[config.mk]
export PLATFORM = sky130hd
export DESIGN_NAME = skp_cfg
export DESIGN_NICKNAME = d
export VERILOG_FILES = /design/src/sv/skp_pkg.sv /design/src/sv/skp_cfg.sv
export SDC_FILE = /design/constraint.sdc
export NUM_CORES = 1
export LEC_CHECK = 0
export BUFFER_PORTS_ARGS = -buffer_cell sky130_fd_sc_hd__buf_2
export CAP_MARGIN = 40
export CORE_MARGIN = 2
export CORE_UTILIZATION = 25
export CTS_BUF_LIST = sky130_fd_sc_hd__clkbuf_16
export CTS_CLUSTER_SIZE = 40
export DETAILED_ROUTE_END_ITERATION = 8
export SKIP_LAST_GASP = 1
export SYNTH_ARGS = -nofsm -noshare
export SYNTH_HDL_FRONTEND = slang
export SYNTH_SLANG_ARGS = --single-unit
[constraint.sdc]
create_clock -name i_clk -period 1.09 [get_ports i_clk]
set_clock_uncertainty 0.15 [all_clocks]
set_input_delay 0.218 -clock i_clk [delete_from_list [all_inputs] [get_ports i_clk]]
set_output_delay 0.218 -clock i_clk [all_outputs]
set_load 0.05 [all_outputs]
[src/sv/skp_pkg.sv]
`default_nettype none
package skp_pkg;

    localparam int MAX_COLUMNS_DEF = 1024;

    localparam int WIDTH_W  = 11;
    localparam int HEIGHT_W = 16;
    localparam int X_W      = 10;
    localparam int GAP_W    = 8;
    localparam int STATUS_W = 2;

    localparam int APB_AW = 3;
    localparam int APB_DW = 32;

    localparam logic [STATUS_W-1:0] ST_PLACED     = 2'd0;
    localparam logic [STATUS_W-1:0] ST_TOO_WIDE   = 2'd1;
    localparam logic [STATUS_W-1:0] ST_HEIGHT_SAT = 2'd2;
    localparam logic [STATUS_W-1:0] ST_RSVD       = 2'd3;

    localparam logic REG_SHEET_WIDTH = 1'b0;
    localparam logic REG_COLUMN_GAP  = 1'b1;

    localparam logic [WIDTH_W-1:0] SHEET_WIDTH_RST = 11'd1024;
    localparam logic [GAP_W-1:0]   COLUMN_GAP_RST  = 8'd2;
    localparam logic [HEIGHT_W-1:0] HEIGHT_MAX     = 16'hFFFF;

    typedef struct packed {
        logic [WIDTH_W-1:0] sheet_width;
        logic [GAP_W-1:0]   column_gap;
    } t_cfg;

    typedef enum logic [4:0] {
        S_IDLE  = 5'b00001,
        S_SCAN  = 5'b00010,
        S_CALC  = 5'b00100,
        S_WRITE = 5'b01000,
        S_DONE  = 5'b10000
    } t_state;

endpackage
`default_nettype wire

[src/sv/skp_cfg.sv]
`default_nettype none
module skp_cfg import skp_pkg::*; (
    input  wire logic              i_clk,
    input  wire logic              i_rst_n,
    input  wire logic              psel,
    input  wire logic              penable,
    input  wire logic              pwrite,
    input  wire logic [APB_AW-1:0] paddr,
    input  wire logic [APB_DW-1:0] pwdata,
    output logic      [APB_DW-1:0] prdata,
    output logic                   pready,
    output t_cfg                   o_cfg
);

    t_cfg r_cfg;
    logic wr_en;
    logic reg_idx;

    assign pready  = 1'b1;
    assign wr_en   = psel && penable && pwrite;
    assign reg_idx = paddr[2];

    always_ff @(posedge i_clk) begin
        if (!i_rst_n) begin
            r_cfg.sheet_width <= SHEET_WIDTH_RST;
            r_cfg.column_gap  <= COLUMN_GAP_RST;
        end else if (wr_en) begin
            unique case (reg_idx)
                REG_SHEET_WIDTH: r_cfg.sheet_width <= pwdata[WIDTH_W-1:0];
                REG_COLUMN_GAP:  r_cfg.column_gap  <= pwdata[GAP_W-1:0];
                default:         r_cfg <= r_cfg;
            endcase
        end
    end

    always_comb begin
        unique case (reg_idx)
            REG_SHEET_WIDTH: prdata = APB_DW'(r_cfg.sheet_width);
            REG_COLUMN_GAP:  prdata = APB_DW'(r_cfg.column_gap);
            default:         prdata = '0;
        endcase
    end

    assign o_cfg = r_cfg;

endmodule
`default_nettype wire

==> results <==
- The global route total overflow is 0.
- The clock passes through at most 2 buffers.
- After detailed placement, the design holds a cell count of 223.
- The share of total power dissipated in combinational logic is 0.288.
- The cell area reported after detailed placement is 1550 um2.
- The overall die area is 4710 um2.
- In the finished design, the share of the clock period the worst path needs comes to 1.27.
- By area, the combinational part of the netlist is dominated by multiplexers.
- In this run the count of I/O pins placed on the die edge is 92.
- The analysis attributes to cell leakage a power of 1.00 nW.
- STA classifies the critical path endpoint as an output pin.
- At the worst endpoint, the arrival time is 1.02 ns.
- The final count of pins violating max slew is 0.
- Dividing the detail-routed via count by the number of cells gives roughly 4.1.
- The count of buffers added on input and output ports is 46.
- The part of the Yosys area used for sequential elements is 0.364.
- In the synthesized netlist, the number of instances is 114.
- The post-synthesis register bit count is 19.
- The total number of H-tree levels is 1.
- The share of final-layout standard cells stronger than drive strength 1 is 0.595.
- In the global route stage, overall resource usage came out at 0.118.
- In this run, the number of DRC markers left after iteration 0 of detailed routing was 35.
- In this run the power density over the cells is 946 nW/um2.
- Yosys printed 0 warnings.
- The antenna diode count is 0.
- Counting the buffers created by CTS gives 3.
- The number of distinct library cells after synthesis is 14.
- In this run the clock root is driven by a sky130_fd_sc_hd__clkbuf_16.
- Of the post-synthesis cell area, the part taken by muxes is 0.268.
- The net count of the finished layout is 231.
- Max-cap violations in this run came to 0.
- The register with the most flip-flops in the layout has 19 of them.
- IR analysis of the VDD net gives a maximum drop of ~840 uV.
- For the worst setup path, the data required time is 0.72 ns.
- The post-route cell area is around 2100 um2.
- The total setup violations reported at the end of the flow is 31.
- The number of remaining DRC errors is 0.
- The clock insertion delay at the later pin of the skew report is approximately 0.24 ns.
- Along the worst path, the maximum fanout reaches 2.
- The detailed router placed 979 vias in this run.
- In the post-route analysis, the smallest setup slack over all paths is -0.295 ns.
- For the final routed database, the setup TNS stands at -5.20 ns.
- The half-perimeter wire length of the detailed placement result is 1840 um.
- The critical path is of the reg2out type.
- The number of global-route vias before repair is 900.
- The post-synthesis to final-layout area growth is 101%.
- Of the total power, the clock network draws 0.367.
- The path category of the worst min-delay check is in2reg.
- The average instance area after synthesis is 9.16 um2.
- The remaining number of nets flagged by the antenna check after routing is 0.
- The tree built by TritonCTS fans out to 19 sinks.
- After the flow finishes, the layout carries non-filler instances totaling 240.
- The type of element launching the critical path is a flip-flop.
- Derived from the worst setup path, the maximum achievable clock frequency is approximately 0.72 GHz.
- In this run the cell area of the synthesized design comes to 1040 um2.
- The sequential share of power is 0.344.
- Setup repair after global routing could not meet its margin everywhere.
- The die is 68.6 um wide.
- Entering global routing, the biggest net connects 32 pins.
- The initial antenna violation count is 0.
- The hold violation count in the final report is 0.
- The final reports fail on setup timing.
- The basic-gate share of the synthesized area counting and, or, nand and nor cells is 0.171.
- The internal power of the cells is 1.37 mW.
- The total area inside the core boundary comes to about 4000 um2.
- At the end of routability-driven placement, the weighted congestion stood at between 0.6 and 0.7.
- At the placement stage, the worst setup path has a slack of -0.273 ns.
- The first-pass GRT wire length is 4070 um.
- The vertical extent of the die is 68.6 um.
- Clock-pin slew was measured on the worst setup and hold paths at ~0.05 ns.
- The analysis attributes to net switching a power of 0.626 mW.
- The site row count is 23.
- The starting density of the core is 0.261.
- Of the total synthesized cell area, the portion taken by full adders, half adders and majority gates is 0.
- TritonCTS built the clock tree.
- The detail-routed net length per standard cell is 11.9 um.
- The post-synthesis compound-gate area fraction was 0.
- The first TritonRoute pass finished after 4 iterations.
- The run finished, with violations left.
- The clock period minus final worst setup slack is 1.38 ns.
- Of the total synthesized cell area, the portion taken by XOR and XNOR cells is 0.
- Of the total power, the share spent switching nets is 0.314.
- The final routed wirelength across all metal layers is 2850 um.
-- power groups by stage --
stage	combinational [mW]	clock (mW)	sequential (mW)
finish	0.575	0.732	0.685
global route	0.603	0.797	0.687
CTS	0.542	0.774	0.685
detailed placement	0.475	0	0.698
global placement	0.475	0	0.697
floorplan	0.366	0	0.754
-- metrics by stage --
| step | total power [mW] | hold slack, ns | utilization |
|---|---|---|---|
| 2_1_floorplan | 1.12 | 0.200 | - |
| 3_3_place_gp | 1.17 | 0.315 | 0.387 |
| 3_5_place_dp | 1.17 | 0.320 | 0.387 |
| 4_1_cts | 2.00 | 0.0534 | 0.490 |
| 5_1_grt | 2.09 | 0.0688 | 0.526 |
| 6_report | 1.99 | 0.0591 | 0.526 |
-- final timing paths --
| check | end | cells past startpoint | start | slack, ns |
|---|---|---|---|---|
| worst min-delay path | o_cfg[16] | 3 | pwdata[8] | 0.06 |
| worst max-delay path | prdata[0] | 2 | o_cfg[8] | -0.29 |
| worst max register to register | o_cfg[9] | 5 | o_cfg[9] | 0.05 |
| worst min register to register | o_cfg[16] | 2 | o_cfg[16] | 0.34 |
-- synthesized netlist by cell type, drive strengths merged --
| cell type | n | area (um2) |
|---|---|---|
| and4 | 1 | 8.76 |
| and4b | 1 | 10.0 |
| buf | 25 | 186 |
| clkbuf | 3 | 11.3 |
| conb | 2 | 7.51 |
| dfxtp | 19 | 380 |
| mux2 | 8 | 90.1 |
| mux2i | 19 | 190 |
| nand2 | 27 | 101 |
| nand4 | 1 | 6.26 |
| nand4b | 1 | 8.76 |
| nor2b | 7 | 43.8 |
-- cell families (layout without fill, tap and decap cells) --
| group | count (synthesis) | after routing |
|---|---|---|
| muxes | 27 | 27 |
| DFF | 19 | 19 |
| and+or+nand+nor | 38 | 38 |
| other | 2 | 22 |
| buffers and inverters | 28 | 84 |
-- worst max-delay path, cell delays in order (launching register included) --
cell	delay, ns
sky130_fd_sc_hd__dfxtp_4	0.34
sky130_fd_sc_hd__mux2_4	0.27
sky130_fd_sc_hd__buf_6	0.15
-- cell type report --
type                    count  area [um2]
clock buffers               3        75.1
clock inverters             1        3.75
repair buffers             80         917
multi-input cells          87         594
fillers                   359        1900
flip-flops and latches     19         452
well taps                  50        62.6
-- layout by cell type (no fill, tap or decap), types with 8 or more instances in the layout --
master	instances
sky130_fd_sc_hd__mux2i_1	19
sky130_fd_sc_hd__buf_8	27
sky130_fd_sc_hd__buf_6	23
sky130_fd_sc_hd__conb_1	22
sky130_fd_sc_hd__nand2_1	27
sky130_fd_sc_hd__buf_4	9
sky130_fd_sc_hd__dfxtp_4	19
sky130_fd_sc_hd__buf_2	16
sky130_fd_sc_hd__mux2_4	8
-- per-layer routing --
metal	global-route usage	vias up	share of wire
li1	-	483	-
met1	0.114	449	0.37
met2	0.237	45	0.56
met3	0.0406	2	0.070
met4	0.0225	0	0.0025
met5	0	-	0
-- timing repair --
action	in CTS	in global routing
gates resized for setup	93	20
setup buffers	3	15
endpoints found under the setup margin	30	35
gates cloned	0	1
hold buffers	0	0
No activity file was read; power rests on OpenSTA's default activity.
