$ cat config.mk
export PLATFORM = sky130hd
export DESIGN_NAME = skp_cell
export DESIGN_NICKNAME = d
export VERILOG_FILES = /design/src/sv/skp_pkg.sv /design/src/sv/skp_cell.sv
export SDC_FILE = /design/constraint.sdc
export NUM_CORES = 1
export LEC_CHECK = 0
export CAP_MARGIN = 20
export CORE_AREA = 2 2 39 41
export CTS_BUF_LIST = sky130_fd_sc_hd__clkbuf_8 sky130_fd_sc_hd__clkbuf_16
export DETAILED_ROUTE_END_ITERATION = 6
export DIE_AREA = 0 0 41 43
export DONT_BUFFER_PORTS = 1
export GPL_TIMING_DRIVEN = 1
export PLACE_DENSITY = 0.7
export SLEW_MARGIN = 20
export SYNTH_ARGS = -nofsm -noshare
export SYNTH_HDL_FRONTEND = slang
export SYNTH_SLANG_ARGS = --single-unit
$ cat constraint.sdc
create_clock -name i_clk -period 2.2 [get_ports i_clk]
set_clock_uncertainty 0.05 [all_clocks]
set_input_delay 0.22 -clock i_clk [delete_from_list [all_inputs] [get_ports i_clk]]
set_output_delay 0.22 -clock i_clk [all_outputs]
set_load 0.1 [all_outputs]
$ cat src/sv/skp_pkg.sv
`default_nettype none
package skp_pkg;

    localparam int MAX_COLUMNS_DEF = 1024;

    localparam int WIDTH_W  = 11;
    localparam int HEIGHT_W = 16;
    localparam int X_W      = 10;
    localparam int GAP_W    = 8;
    localparam int STATUS_W = 2;

    localparam int APB_AW = 3;
    localparam int APB_DW = 32;

    localparam logic [STATUS_W-1:0] ST_PLACED     = 2'd0;
    localparam logic [STATUS_W-1:0] ST_TOO_WIDE   = 2'd1;
    localparam logic [STATUS_W-1:0] ST_HEIGHT_SAT = 2'd2;
    localparam logic [STATUS_W-1:0] ST_RSVD       = 2'd3;

    localparam logic REG_SHEET_WIDTH = 1'b0;
    localparam logic REG_COLUMN_GAP  = 1'b1;

    localparam logic [WIDTH_W-1:0] SHEET_WIDTH_RST = 11'd1024;
    localparam logic [GAP_W-1:0]   COLUMN_GAP_RST  = 8'd2;
    localparam logic [HEIGHT_W-1:0] HEIGHT_MAX     = 16'hFFFF;

    typedef struct packed {
        logic [WIDTH_W-1:0] sheet_width;
        logic [GAP_W-1:0]   column_gap;
    } t_cfg;

    typedef enum logic [4:0] {
        S_IDLE  = 5'b00001,
        S_SCAN  = 5'b00010,
        S_CALC  = 5'b00100,
        S_WRITE = 5'b01000,
        S_DONE  = 5'b10000
    } t_state;

endpackage
`default_nettype wire

$ cat src/sv/skp_cell.sv
`default_nettype none
module skp_cell import skp_pkg::*; (
    input  wire logic                i_clk,
    input  wire logic                i_rst_n,
    input  wire logic                i_clear,
    input  wire logic                i_shift,
    input  wire logic [HEIGHT_W-1:0] i_d,
    output logic      [HEIGHT_W-1:0] o_q
);

    logic [HEIGHT_W-1:0] r_height;
    logic [HEIGHT_W-1:0] n_height;

    always_comb begin
        priority if (i_clear) begin
            n_height = '0;
        end else if (i_shift) begin
            n_height = i_d;
        end else begin
            n_height = r_height;
        end
    end

    always_ff @(posedge i_clk) begin
        if (!i_rst_n) begin
            r_height <= '0;
        end else begin
            r_height <= n_height;
        end
    end

    assign o_q = r_height;

endmodule
`default_nettype wire

==> out/metrics.yaml, run 1 <==
outcome:
  status: "finished clean"
finish:
  largest_reg_flops: 16
  nFillCells: 127
  final_cell_mix: "16 x mux2i_1, 16 x nor2_1, 16 x dfxtp_1, 16 x buf_4, 4 x clkbuf_8"
  area_growth_pct: 24.8
  diodes: 0
  finish.utilization: 0.536
  instances_no_fill: 85
  stdcell_area_um2: 742
  drive_gt1_frac: 0.290
  nets: 90
critical_path:
  crit_chain: "buf_4"
  worstPathMaxFanout: 2
  cp-end-kind: "output port"
  critPathRequiredTime_ps: 1930
  cp-start-kind: "flop"
  path_delay_family: "flip-flops"
  critPathSlowestCell: "dfxtp_1"
  crit_type: "flop to output port"
  slowest_delay_ps: 320
  cp.arrival_ps: 840
  worst-path-buf-inv: 1
synthesis:
  synth.avg_cell_area_um2: 11.2
  yosys_warnings: 0
  postSynthCellCount: 53
  ys_seq_area_frac: 0.539
  syn-num-nets: 73
  netlist_area_um2: 594
  ys_ff_latch: 16
  synth.distinct_cells: 7
clock_network:
  cts_root_buffer: "clkbuf_8"
  tritoncts: "built"
  cts_htree_levels: 1
  cts_buffers: 3
  clock_latency_ps: 240
  hold_buffers: 0
  clockBufferDepth: 2
  cts_sinks: 16
  postCtsSetupRepairBufs: 0
  cts_resized: 0
  clkTransAtPathRegs_ps: 60
pwr:
  p_switching_mw: 0.177
  pwr-share-comb: 0.171
  leakage_nw: 0.361
  power_density_nw_per_um2: 891
  p_seq_frac: 0.456
  p_sw_frac: 0.267
  p_clk_frac: 0.373
  intPower_mw: 0.485
  ir_drop_mv: 0.437
job:
  maxCapViolCount: 0
timing:
  finalMaxSlewViolations: 0
  period_minus_slack_ps: 1110
  hold_viol_final: 0
  rsz0062_at_grt: "false"
  fmax_mhz: 897
  tns_ps: 0
  relSlewSlack: 0.635
  setup_violations: 0
  fin_crit_sh: 0.507
  worst_slew_pin_slew_ps: 547
floorplanning:
  die_area_um2: 1760
  die-width_um: 41
  die_h_um: 43
  start_util: 0.429
  placementRows: 14
  placeableCoreArea_um2: 1380
  num_io_pins: 36
placed_design:
  placed_area_um2: 687
  port_buffers: 0
  dp_hpwl_um: 774
  gp_congestion: 0.580
  dp.cells: 81
min_path:
  hold_class: "input port to flop"
detailed_routing:
  antenna_left: 0
  drt_pass1_iterations: 2
  drc: 0
  vias: 391
  wirelength_um: 1030
  drt_iter0_drc: 4
  wl_per_cell_um: 12.1
  viasPerCell: 4.60
grt:
  overflow: 0
  grt_max_degree: 17
  grt_pass1_vias: 358
  grtUsageTotal: 0.130
  antenna_found_initial: 0
  grt_pass1_wl_um: 1550
final cells by class:
cell class	instances	area, µm²	area share
Timing Repair Buffer	16	120	0.162
Multi-Input combinational cell	33	226	0.305
Tap cell	16	20.0	0.0270
Clock buffer	4	55.1	0.0742
Sequential cell	16	320	0.432
cells by family after synthesis:
family	count (synthesis)	share of synthesized area
multiplexers	16	0.269
buffers and inverters	4	0.0800
flip-flops	16	0.539
AND/OR/NAND/NOR	17	0.112
worst reg2reg max path: cells and delay by family, from the launching register on:
kind,cells,cell delay [ps]
DFF,1,310
buffers and inverters,1,290
and+or+nand+nor,1,100
muxes,1,130
cells in the mapped netlist:
cell type   n  area share
buf_12      1       0.034
buf_6       2       0.038
clkbuf_2    1      0.0084
dfxtp_1    16        0.54
mux2i_1    16        0.27
nand2b_1    1       0.011
nor2_1     16        0.10
routing by layer:
layer / track usage / vias to the layer above / part of all wire
met4: 0.0600 / 0 / 0
met2: 0.197 / 9 / 0.53
met3: 0.0314 / 0 / 0.054
li1: - / 203 / -
met5: 0 / - / 0
met1: 0.166 / 179 / 0.42
stage by stage:
stage          power, mW  setup WS, ps  hold slack, ps
2_1_floorplan      0.417           910             317
3_3_place_gp       0.421          1240             323
3_5_place_dp       0.422          1230             331
4_1_cts            0.666          1080            83.7
5_1_grt            0.685          1050            94.3
6_report           0.661          1090            82.3
power by group through the flow:
stage	registers (mW)	logic (mW)	clock network (mW)
after floorplan	0.379	0.0378	0
after global placement	0.308	0.113	0
after detailed placement	0.308	0.114	0
after CTS	0.302	0.114	0.250
after global routing	0.302	0.118	0.265
final	0.302	0.113	0.246
worst paths after layout:
kind / from / end / slack [ps] / cells after the start
worst max-delay path: o_q[2] / o_q[2] / 1090 / 1
worst min-delay path: i_d[2] / o_q[2] / 80 / 2
worst min register to register: o_q[3] / o_q[3] / 720 / 3
worst max register to register: o_q[6] / o_q[6] / 1250 / 3
(Power assumes the default switching activity.)
==> run 2: changes to the inputs <==
--- a/config.mk
+++ b/config.mk
@@ -5,14 +5,15 @@
 export SDC_FILE = /design/constraint.sdc
 export NUM_CORES = 1
 export LEC_CHECK = 0
+export ABC_AREA = 1
 export CAP_MARGIN = 20
-export CORE_AREA = 2 2 39 41
+export CORE_AREA = 2 2 40 42
 export CTS_BUF_LIST = sky130_fd_sc_hd__clkbuf_8 sky130_fd_sc_hd__clkbuf_16
 export DETAILED_ROUTE_END_ITERATION = 6
-export DIE_AREA = 0 0 41 43
+export DIE_AREA = 0 0 42 44
 export DONT_BUFFER_PORTS = 1
 export GPL_TIMING_DRIVEN = 1
-export PLACE_DENSITY = 0.7
+export PLACE_DENSITY = 0.76
 export SLEW_MARGIN = 20
 export SYNTH_ARGS = -nofsm -noshare
 export SYNTH_HDL_FRONTEND = slang
==> constraint.sdc (replaced) <==
create_clock -name i_clk -period 0.9 [get_ports i_clk]
set_clock_uncertainty 0.05 [all_clocks]
set_input_delay 0.09 -clock i_clk [delete_from_list [all_inputs] [get_ports i_clk]]
set_output_delay 0.09 -clock i_clk [all_outputs]
set_load 0.1 [all_outputs]
==> run 2 against run 1 <==
Compared with the run above: clock power is 110% higher; cell count increased by 51%; the run now ends with hold timing, setup timing left; critical endpoint is now o_q[5]; sequential share of layout area fell by 14 points; synthesized area up 12%; design area grew 74%; combinational power grew to 3.7 times the previous value; wire length increased by 82%; synthesized cell count grew 34%; critical path depth did not move; power increased to 2.5 times the previous value; largest power group unchanged.
==> out/metrics.yaml, run 2 <==
outcome:
  status: "complete, but fails checks"
  failed_checks: "hold timing, setup timing"
critical_path:
  cp-start-kind: "flop"
  worst-path-buf-inv: 1  # unchanged
  critPathRequiredTime_ps: 760  # -1170 ps
  crit_chain: "buf_12"
  path_delay_family: "flip-flops"
  cp.arrival_ps: 780  # -60 ps
  slowest_delay_ps: 360  # +40 ps
  critPathSlowestCell: "dfxtp_4"
  crit_type: "flop to output port"
  worstPathMaxFanout: 2  # unchanged
  cp-end-kind: "output port"
grt:
  grt_max_degree: 18  # +1
  antenna_found_initial: 0  # unchanged
  grt_pass1_wl_um: 3040  # +96%
  top_usage_layer: "met2"
  overflow: 0  # unchanged
  met3_usage: 0.0500  # +0.0186
  grtUsageTotal: 0.223  # +0.0933
  grt_pass1_vias: 656  # +83%
  globalRouteMet1Util: 0.244  # +0.0787
  grt_use_met2: 0.441  # +0.244
detailed_routing:
  drc: 0  # unchanged
  vias: 617  # +58%
  antenna_left: 0  # unchanged
  viasPerCell: 4.82  # +4.8%
  wl_per_cell_um: 14.7  # +21%
  drt_iter0_drc: 5  # +1
  wirelength_um: 1880  # +82%
  drt_pass1_iterations: 4  # +2
placed_design:
  dp_hpwl_um: 1030  # +33%
  port_buffers: 0  # unchanged
  gp_congestion: 0.682  # +18%
  placed_area_um2: 1020  # +48%
  place_ws_ps: 183  # -1040 ps
finish:
  largest_reg_flops: 16  # unchanged
  area_growth_pct: 93.8
  diodes: 0  # unchanged
  finish.utilization: 0.911  # +0.375
  nets: 133  # +48%
  stdcell_area_um2: 1290  # +74%
  drive_gt1_frac: 0.589  # +0.299
  final_cell_mix: "22 x nand2_1, 16 x dlygate4sd3_1, 16 x dfxtp_4, 16 x buf_12, 10 x a21oi_2"
  final_common_cell: "nand2_1"
synthesis:
  synth_top_area_cell: "dfxtp_1"
  synth.distinct_cells: 11  # +4
  netlist_area_um2: 667  # +12%
  yosys_warnings: 0  # unchanged
  yosys-top-cells-area: "dfxtp_1 48%, a21oi_2 13%, nand2_1 12%"
  ys_async_sr_fraction: 0  # unchanged
  syn-num-nets: 91  # +25%
  ys_seq_area_frac: 0.480  # -0.0586
  synth.top_cell.area_share: 0.480  # -0.0586
  ys_ff_latch: 16  # unchanged
  synth_most_common_cell: "nand2_1"
  ys.flop_type: "dfxtp_1"
  synth.avg_cell_area_um2: 9.39  # -16%
  synth_edf_count: 0  # unchanged
  synthTopCellsByCount: "22 x nand2_1, 16 x dfxtp_1, 10 x a21oi_2"
  postSynthCellCount: 71  # +34%
floorplanning:
  die_h_um: 44  # +2.3%
  die_area_um2: 1850  # +4.8%
  die-width_um: 42  # +2.4%
  placeableCoreArea_um2: 1420  # +2.5%
  start_util: 0.470  # +0.0405
  placementRows: 14  # unchanged
  num_io_pins: 36  # unchanged
pwr:
  power_density_nw_per_um2: 1290  # +45%
  ir_drop_mv: 1.02  # +130%
  leakage_nw: 0.496  # +37%
  totalPowerFinal_mw: 1.67  # +150%
timing:
  period_minus_slack_ps: 916
  hold_ws_ps: -63.1  # -145 ps
  setup_violations: 16  # +16
  hold_viol_final: 12  # +12
  finalMaxSlewViolations: 0  # unchanged
  relSlewSlack: 0.709  # +0.0737
  rsz0062_at_grt: "true"
  worst_slew_pin_slew_ps: 435  # -112 ps
  fmax_mhz: 1090
  fin_ws_ps: -16.0  # -1100 ps
  fin_crit_sh: 1.02
clock_network:
  cts_root_buffer: "clkbuf_8"
  clkTransAtPathRegs_ps: 60  # about the same
  hold_buffers: 16  # +16
  clock_latency_ps: 240  # about the same
  cts_sinks: 16  # unchanged
  clockBufferDepth: 2  # unchanged
  cts_resized: 0  # unchanged
  cts_htree_levels: 1  # unchanged
  cts_buffers: 3  # unchanged
  tritoncts: "built"
min_path:
  hold_class: "input port to flop"
job:
  maxCapViolCount: 0  # unchanged
-- run 2: cell count changes in the layout (fill, tap and decap cells not counted), sizes merged --
| cell | before | now |
|---|---|---|
| nand2 | 0 | 33 |
| inv | 0 | 2 |
| nor2 | 16 | 0 |
| clkbuf | 4 | 3 |
| buf | 16 | 25 |
| clkinv | 0 | 1 |
| mux2i | 16 | 0 |
| dlygate4sd3 | 0 | 16 |
| a21oi | 0 | 16 |
| nand2b | 1 | 0 |
-- run 2: power by group --
part | total, mW | leakage [nW] | switching, mW | internal [mW]
combinational | 0.420 | 0.331 | 0.247 | 0.173
clock | 0.526 | 0.0231 | 0.225 | 0.301
sequential | 0.724 | 0.142 | 0.0241 | 0.700
-- run 2: per-layer routing --
layer / wire [µm] / up-vias / share of wire
met1: 736 / 287 / 0.39
li1: - / 306 / -
met3: 114 / 0 / 0.061
met5: 0 / - / 0
met2: 1030 / 24 / 0.55
met4: 0 / 0 / 0
-- run 2: metrics by stage --
| step | hold slack (ps) | setup TNS [ps] | instances |
|---|---|---|---|
| CTS | -65.7 | -138 | 127 |
| finish | -63.1 | -100 | 128 |
| detailed placement | 178 | 0 | 99 |
| global route | -55.5 | -363 | 128 |
| global placement | 174 | 0 | 99 |
| floorplan | 170 | 0 | 71 |
-- run 2: final timing paths --
path	start	end	slack (ps)	cells after the start
setup / recovery	o_q[5]	o_q[5]	-20	1
hold / removal	i_shift	o_q[12]	-60	2
setup reg to reg	o_q[8]	o_q[8]	100	3
hold reg to reg	o_q[14]	o_q[14]	440	2
-- run 2: logic make-up (layout without fill, tap and decap cells) --
| family | count (synthesis) | after routing | share of synthesized area |
|---|---|---|---|
| buf+inv | 6 | 47 | 0.0938 |
| flops | 16 | 16 | 0.480 |
| simple gates | 33 | 33 | 0.250 |
| compound gates | 16 | 16 | 0.176 |
-- run 2: timing repair --
item,CTS,global route
endpoints found under the hold margin,16,7
endpoints found under the setup margin,16,16
setup buffers,8,1
-- run 2: layout make-up --
class / count / area (µm²)
fillers: 61 / 126
well taps: 16 / 20.0
inverters: 2 / 15.0
repair buffers: 41 / 548
clock buffers: 3 / 41.3
multi-input cells: 49 / 284
clock inverters: 1 / 3.75
flip-flops and latches: 16 / 380
